===== config.mk =====
export PLATFORM = sky130hd
export DESIGN_NAME = gba_div
export DESIGN_NICKNAME = d
export VERILOG_FILES = /design/src/gba_pkg.sv /design/src/gba_div.sv
export SDC_FILE = /design/constraint.sdc
export NUM_CORES = 1
export LEC_CHECK = 0
export ABC_AREA = 1
export BUFFER_PORTS_ARGS = -buffer_cell sky130_fd_sc_hd__buf_2
export CELL_PAD_IN_SITES_DETAIL_PLACEMENT = 1
export CELL_PAD_IN_SITES_GLOBAL_PLACEMENT = 2
export CORE_MARGIN = 2
export CORE_UTILIZATION = 30
export CTS_CLUSTER_DIAMETER = 100
export DETAILED_ROUTE_END_ITERATION = 12
export GPL_TIMING_DRIVEN = 0
export PLACE_DENSITY_LB_ADDON = 0.1
export SYNTH_ARGS = -nofsm -noshare
export SYNTH_HDL_FRONTEND = slang
export SYNTH_SLANG_ARGS = --single-unit

===== constraint.sdc =====
create_clock -name clk -period 2.9 [get_ports clk]
set_input_delay 0.725 -clock clk [delete_from_list [all_inputs] [get_ports clk]]
set_output_delay 0.725 -clock clk [all_outputs]
set_load 0.01 [all_outputs]

===== src/gba_pkg.sv =====
// Shared constants, types and capacity functions of the grouped bitmap block allocator.
package gba_pkg;

	localparam int MAX_GROUPS       = 16;
	localparam int MAX_GROUP_BLOCKS = 4096;
	localparam int MAP_WORD_BITS    = 64;

	localparam int GRP_W   = $clog2(MAX_GROUPS);
	localparam int GCNT_W  = $clog2(MAX_GROUPS + 1);
	localparam int BIT_W   = $clog2(MAX_GROUP_BLOCKS);
	localparam int CNT_W   = $clog2(MAX_GROUP_BLOCKS + 1);
	localparam int WB_W    = $clog2(MAP_WORD_BITS);
	localparam int WIDX_W  = BIT_W - WB_W;
	localparam int MAP_WORDS = MAX_GROUPS * MAX_GROUP_BLOCKS / MAP_WORD_BITS;
	localparam int MAP_AW  = $clog2(MAP_WORDS);
	localparam int ADDR_W  = 48;
	localparam int TOT_W   = 17;
	localparam int CFG_W   = 48;
	localparam int CIDX_W  = 2;

	// Register indexes of the configuration port.
	localparam logic [CIDX_W-1:0] REG_GROUP_COUNT  = 2'd0;
	localparam logic [CIDX_W-1:0] REG_BLOCKS_PER   = 2'd1;
	localparam logic [CIDX_W-1:0] REG_FIRST_ADDR   = 2'd2;
	localparam logic [CIDX_W-1:0] REG_FINAL_BLOCKS = 2'd3;

	// Request codes.
	localparam logic REQ_ALLOC = 1'b0;
	localparam logic REQ_FREE  = 1'b1;

	typedef enum logic [1:0] {
		ST_OK          = 2'd0,
		ST_NO_SPACE    = 2'd1,
		ST_BAD_ADDR    = 2'd2,
		ST_DOUBLE_FREE = 2'd3
	} status_t;

	// Group count in use, clamped to 1..MAX_GROUPS.
	function automatic logic [GCNT_W-1:0] eff_groups(input logic [4:0] gc);
		logic [GCNT_W-1:0] r;
		if (gc == 5'd0) r = GCNT_W'(1);
		else if (32'(gc) > MAX_GROUPS) r = GCNT_W'(MAX_GROUPS);
		else r = GCNT_W'(gc);
		return r;
	endfunction

	// Blocks per group, clamped to 1..MAX_GROUP_BLOCKS.
	function automatic logic [CNT_W-1:0] eff_bpg(input logic [12:0] bpg);
		logic [CNT_W-1:0] r;
		if (bpg == 13'd0) r = CNT_W'(1);
		else if (32'(bpg) > MAX_GROUP_BLOCKS) r = CNT_W'(MAX_GROUP_BLOCKS);
		else r = CNT_W'(bpg);
		return r;
	endfunction

	// Usable blocks of a group; the last group in use may be shorter.
	function automatic logic [CNT_W-1:0] capacity(input logic [GRP_W-1:0] g,
			input logic [GCNT_W-1:0] n, input logic [CNT_W-1:0] bpg,
			input logic [12:0] fgb);
		logic [CNT_W-1:0] r;
		logic [12:0] f;
		f = (fgb == 13'd0) ? 13'd1 : fgb;
		r = bpg;
		if (GCNT_W'(g) + GCNT_W'(1) == n) begin
			if (32'(f) < 32'(bpg)) r = CNT_W'(f);
		end
		return r;
	endfunction

endpackage


===== src/gba_div.sv =====
// Restoring divider, one quotient bit per cycle, that splits an address by the group size.
module gba_div
	import gba_pkg::*;
(
	input  logic              clk,
	input  logic              arst_n,
	input  logic              start,
	input  logic [ADDR_W-1:0] dividend,
	input  logic [CNT_W-1:0]  divisor,
	output logic              done,
	output logic [ADDR_W-1:0] quotient,
	output logic [CNT_W-1:0]  remainder
);

	localparam int STEP_W = $clog2(ADDR_W);

	logic              busy_q;
	logic              done_q;
	logic [STEP_W-1:0] cnt_q;
	logic [ADDR_W-1:0] quo_q;
	logic [CNT_W-1:0]  rem_q;
	logic [CNT_W-1:0]  div_q;
	logic [CNT_W:0]    trial;
	logic              ge;

	// Shift the next dividend bit into the partial remainder and try a subtract.
	assign trial = {rem_q, quo_q[ADDR_W-1]};
	assign ge    = trial >= {1'b0, div_q};

	always_ff @(posedge clk or negedge arst_n) begin
		if (!arst_n) begin
			busy_q <= 1'b0;
			done_q <= 1'b0;
			cnt_q  <= '0;
		end else begin
			done_q <= 1'b0;
			if (start) begin
				busy_q <= 1'b1;
				cnt_q  <= '0;
			end else if (busy_q) begin
				cnt_q <= cnt_q + STEP_W'(1);
				if (cnt_q == STEP_W'(ADDR_W - 1)) begin
					busy_q <= 1'b0;
					done_q <= 1'b1;
				end
			end
		end
	end

	// Datapath registers.
	always_ff @(posedge clk) begin
		if (start) begin
			quo_q <= dividend;
			rem_q <= '0;
			div_q <= divisor;
		end else if (busy_q) begin
			quo_q <= {quo_q[ADDR_W-2:0], ge};
			rem_q <= ge ? CNT_W'(trial - {1'b0, div_q}) : CNT_W'(trial);
		end
	end

	assign done      = done_q;
	assign quotient  = quo_q;
	assign remainder = rem_q;

endmodule


Word-level counts from Yosys, hierarchy flattened. Index checks and enable logic that the tools add are counted.

Output and inout port bits: 62. Word-level logic and storage cells: 22. Bits in registers: 82.

Multiplexer cells: 11. Equal/unequal tests: 1. Reductions and logical operators: 1. $lt $le $gt $ge: 1. Add/sub/neg operators: 2.

Operators by type and width (count): 48-bit two-way mux (2); 14-bit by 13-bit >= comparator with 1-bit output (1); 13-bit two-way mux (1); 13-bit subtractor (1); 6-bit two-way mux (2); 6-bit by 1-bit adder with 6-bit output, second input constant (1); 6-bit == test, second input constant (1); 1-bit two-way mux (6); 2-bit nonzero test (1).

Longest topological paths before layout.
Depth in word-level cells: 4. Gate-level depth with buffers: 14.

Least setup slack after synthesis. OpenSTA, ideal clock, no wires.

Path kind: input to register. From: in start. To: reg quo_q[0], in the netlist quotient[0] (enable). Data arrival time: 2123 ps. Cell stages on the path: 3. Required time: 2494 ps. Library setup time: 406 ps. Buffers on the path: 1. Slack: 371 ps. Cell sequence: clkbuf_1 > nor2_1 > inv_1.

Cells in the longest elaborated chain, start to end: 1.

Ends and longest elaborated chain: start: declaration (RTL line gba_div.sv:7) `input logic start,`; 2-bit nonzero test (no line); end signal: assignment (RTL line gba_div.sv:53) `quo_q <= dividend;`; end signal: assignment (RTL line gba_div.sv:57) `quo_q <= {quo_q[ADDR_W-2:0], ge};`; end: declaration (RTL line gba_div.sv:20) `logic [ADDR_W-1:0] quo_q;`.

Every way passes these cells. A chain may end at the register's enable or synchronous reset.

Worst setup path after layout.
From: in start. To: reg quo_q[29], in the netlist quotient[29] (enable).

The elaborated chain is that of the path after synthesis.

==> flow_summary.json <==
{
  "yosysWarnings": 0,
  "slew_headroom_pct": 41.6,
  "antenna_left": 0,
  "port_buffers": 125,
  "layout_common_cells": "233 x nand2_1, 129 x buf_2, 61 x edfxtp_1",
  "async_reset_ff_share_pct": 9.76,
  "hold_viol": 0,
  "via_per_inst": 4.53,
  "pin_count": 126,
  "clock_latency_ns": 0.35,
  "outcome": "finished, final reports clean",
  "drc_errors": 0,
  "clk_pin_slew_ns": 0.07,
  "ys_seq_area_share_pct": 52.5,
  "core_um2": 14400,
  "initial_utilization_pct": 30.4,
  "clockBufferDepth": 2,
  "first_pass_iters": 4,
  "wirelength_um": 12600,
  "postCtsSetupRepairBufs": 0,
  "num_antenna_cells": 0,
  "grt_pass1_vias": 4038,
  "synth_area_leaders": "edfxtp_1 42%, nand2_1 20%, dfxtp_1 6.0%",
  "required_ns": 3.00,
  "wire_per_inst_um": 14.9,
  "clock_sinks": 82,
  "fmax_ghz": 0.368,
  "hp-class": "in2async",
  "syn_nets": 602,
  "cts_hold_buf": 0,
  "synth_enable_flop_cells": 61,
  "cts_root_buffer": "clkbuf_16",
  "area_growth_pct": 27.4,
  "crit_path_cell_trace": "buf_2 -> clkbuf_1 -> nor2_1 -> inv_2 -> buf_12",
  "cp.buffers_inverters": 4,
  "nets": 739,
  "fin_setup_tns_ns": 0,
  "synth_top_area_share_pct": 42.0,
  "end_kind": "register",
  "die_h_um": 125,
  "power.leakage_nw": 2.90,
  "final_common_cell": "nand2_1",
  "cts_tree": "built",
  "drv_cap": 0,
  "rsz0062_at_grt": "false",
  "grt_overflow_total": 0,
  "drv_slew": 0,
  "grt_max_degree": 29,
  "crit_path_start_kind": "primary input",
  "synth_ff_type": "edfxtp_1",
  "grt_antenna_before_repair": 1,
  "cp_data_arrival_time_ns": 2.81,
  "die_width_um": 125,
  "dieArea_um2": 15500,
  "grt_pass1_wl_um": 20500,
  "syn_area_per_cell_um2": 8.34,
  "min_period_over_period_pct": 93.7,
  "worst-path-max-fanout": 28,
  "fp-row-count": 44,
  "drt_iter0_drc": 129,
  "track_usage_pct": 16.8,
  "synth_area_leader_cell": "edfxtp_1",
  "powerDensity_nw_per_um2": 763,
  "setup_viol": 0,
  "htreeDepth": 3,
  "dr_total_vias": 3844,
  "synthCells": 523,
  "synth.cell_area_um2": 4360,
  "hold_ws_ns": 0.209,
  "hpwl_um": 9500,
  "post-route-util_pct": 38.7,
  "cts_resized": 0,
  "cts_made_buffers": 9,
  "crit_family": "buffers and inverters",
  "ir_worst_vdd_uv": 271,
  "fin_crit_ns": 2.72,
  "gp_congestion": 0.761,
  "ys_types": 31,
  "path_class": "in2reg",
  "ys_seq_elements": 82,
  "critPathSlowestCell": "nor2_1",
  "crit_path_max_incr_delay_ns": 0.71,
  "drive_gt1_share_pct": 26.3,
  "worstMarginPinSlew_ns": 0.872,
  "fin_skew_ns": 0.00726
}
[synthesized netlist by cell type (4+ instances only)]
| master | count |
|---|---|
| dfrtp_1 | 8 |
| clkbuf_1 | 9 |
| dfxtp_1 | 13 |
| nor2_1 | 19 |
| edfxtp_1 | 61 |
| inv_2 | 6 |
| buf_2 | 4 |
| o21ai_0 | 8 |
| nand2_2 | 7 |
| inv_1 | 61 |
| nand3_1 | 24 |
| nand4_1 | 18 |
| a21oi_1 | 8 |
| nand2_1 | 233 |
| xnor2_1 | 5 |
| nand3_2 | 4 |
| ha_1 | 14 |
[registers in the layout, indices dropped and copies added (netlist names)]
name	cells
busy_q	1
remainder	13
cnt_q	6
quotient	48
div_q	13
done	1
[area by class of cell]
cell class,count,area [um^2]
clock buffers,9,225
flip-flops and latches,82,2290
well taps,184,230
plain buffers,17,92.6
inverters,67,251
multi-input cells,357,1730
repair buffers,126,646
fillers,1772,8810
clock inverters,7,92.6
[path summary, 6_finish.rpt]
kind	start	to	slack [ns]	cells past startpoint
max	start	quotient[29]	0.18	5
min	arst_n	cnt_q[3]	0.21	1
max reg2reg	quotient[47]	remainder[7]	0.48	13
min reg2reg	remainder[10]	remainder[10]	0.50	2
max in group asynchronous	arst_n	cnt_q[4]	2.51	1
min in group clk	remainder[10]	remainder[10]	0.50	2
[power breakdown]
group,internal (mW),switching [mW],total (mW)
Sequential,1.43,0.109,1.53
Combinational,0.553,0.895,1.45
Clock,0.755,0.504,1.26
[metal layers]
| layer | up-vias | share of wire, % | GRT usage [%] | wire [um] |
|---|---|---|---|---|
| met5 | - | 0 | 0 | 0 |
| met2 | 69 | 49 | 28.5 | 6140 |
| met3 | 12 | 3.9 | 3.52 | 499 |
| met1 | 1824 | 46 | 20.9 | 5790 |
| met4 | 0 | 1.6 | 6.74 | 203 |
| li1 | 1939 | - | - | - |
[metrics by stage]
| stage | cell area [um^2] | worst slack [ns] | power (mW) | std cells |
|---|---|---|---|---|
| after global routing | 5560 | 0.0106 | 4.53 | 849 |
| after detailed placement | 5240 | -0.252 | 3.02 | 833 |
| after floorplan | 4360 | 0.371 | 2.55 | 523 |
| after CTS | 5560 | 0.126 | 4.32 | 849 |
| after global placement | 5220 | -1.07 | 3.00 | 832 |
| final | 5560 | 0.181 | 4.24 | 849 |
[logic make-up after synthesis]
kind of cell,Yosys count,synth area share (%)
adders and majority gates,15,4.47
buffers and inverters,84,7.88
and+or+nand+nor,316,31.4
xor gates and xnor gates,5,1.00
AOI/OAI and AO/OA,21,2.75
DFF,82,52.5
Note: power is estimated with default switching activity, not from simulation.
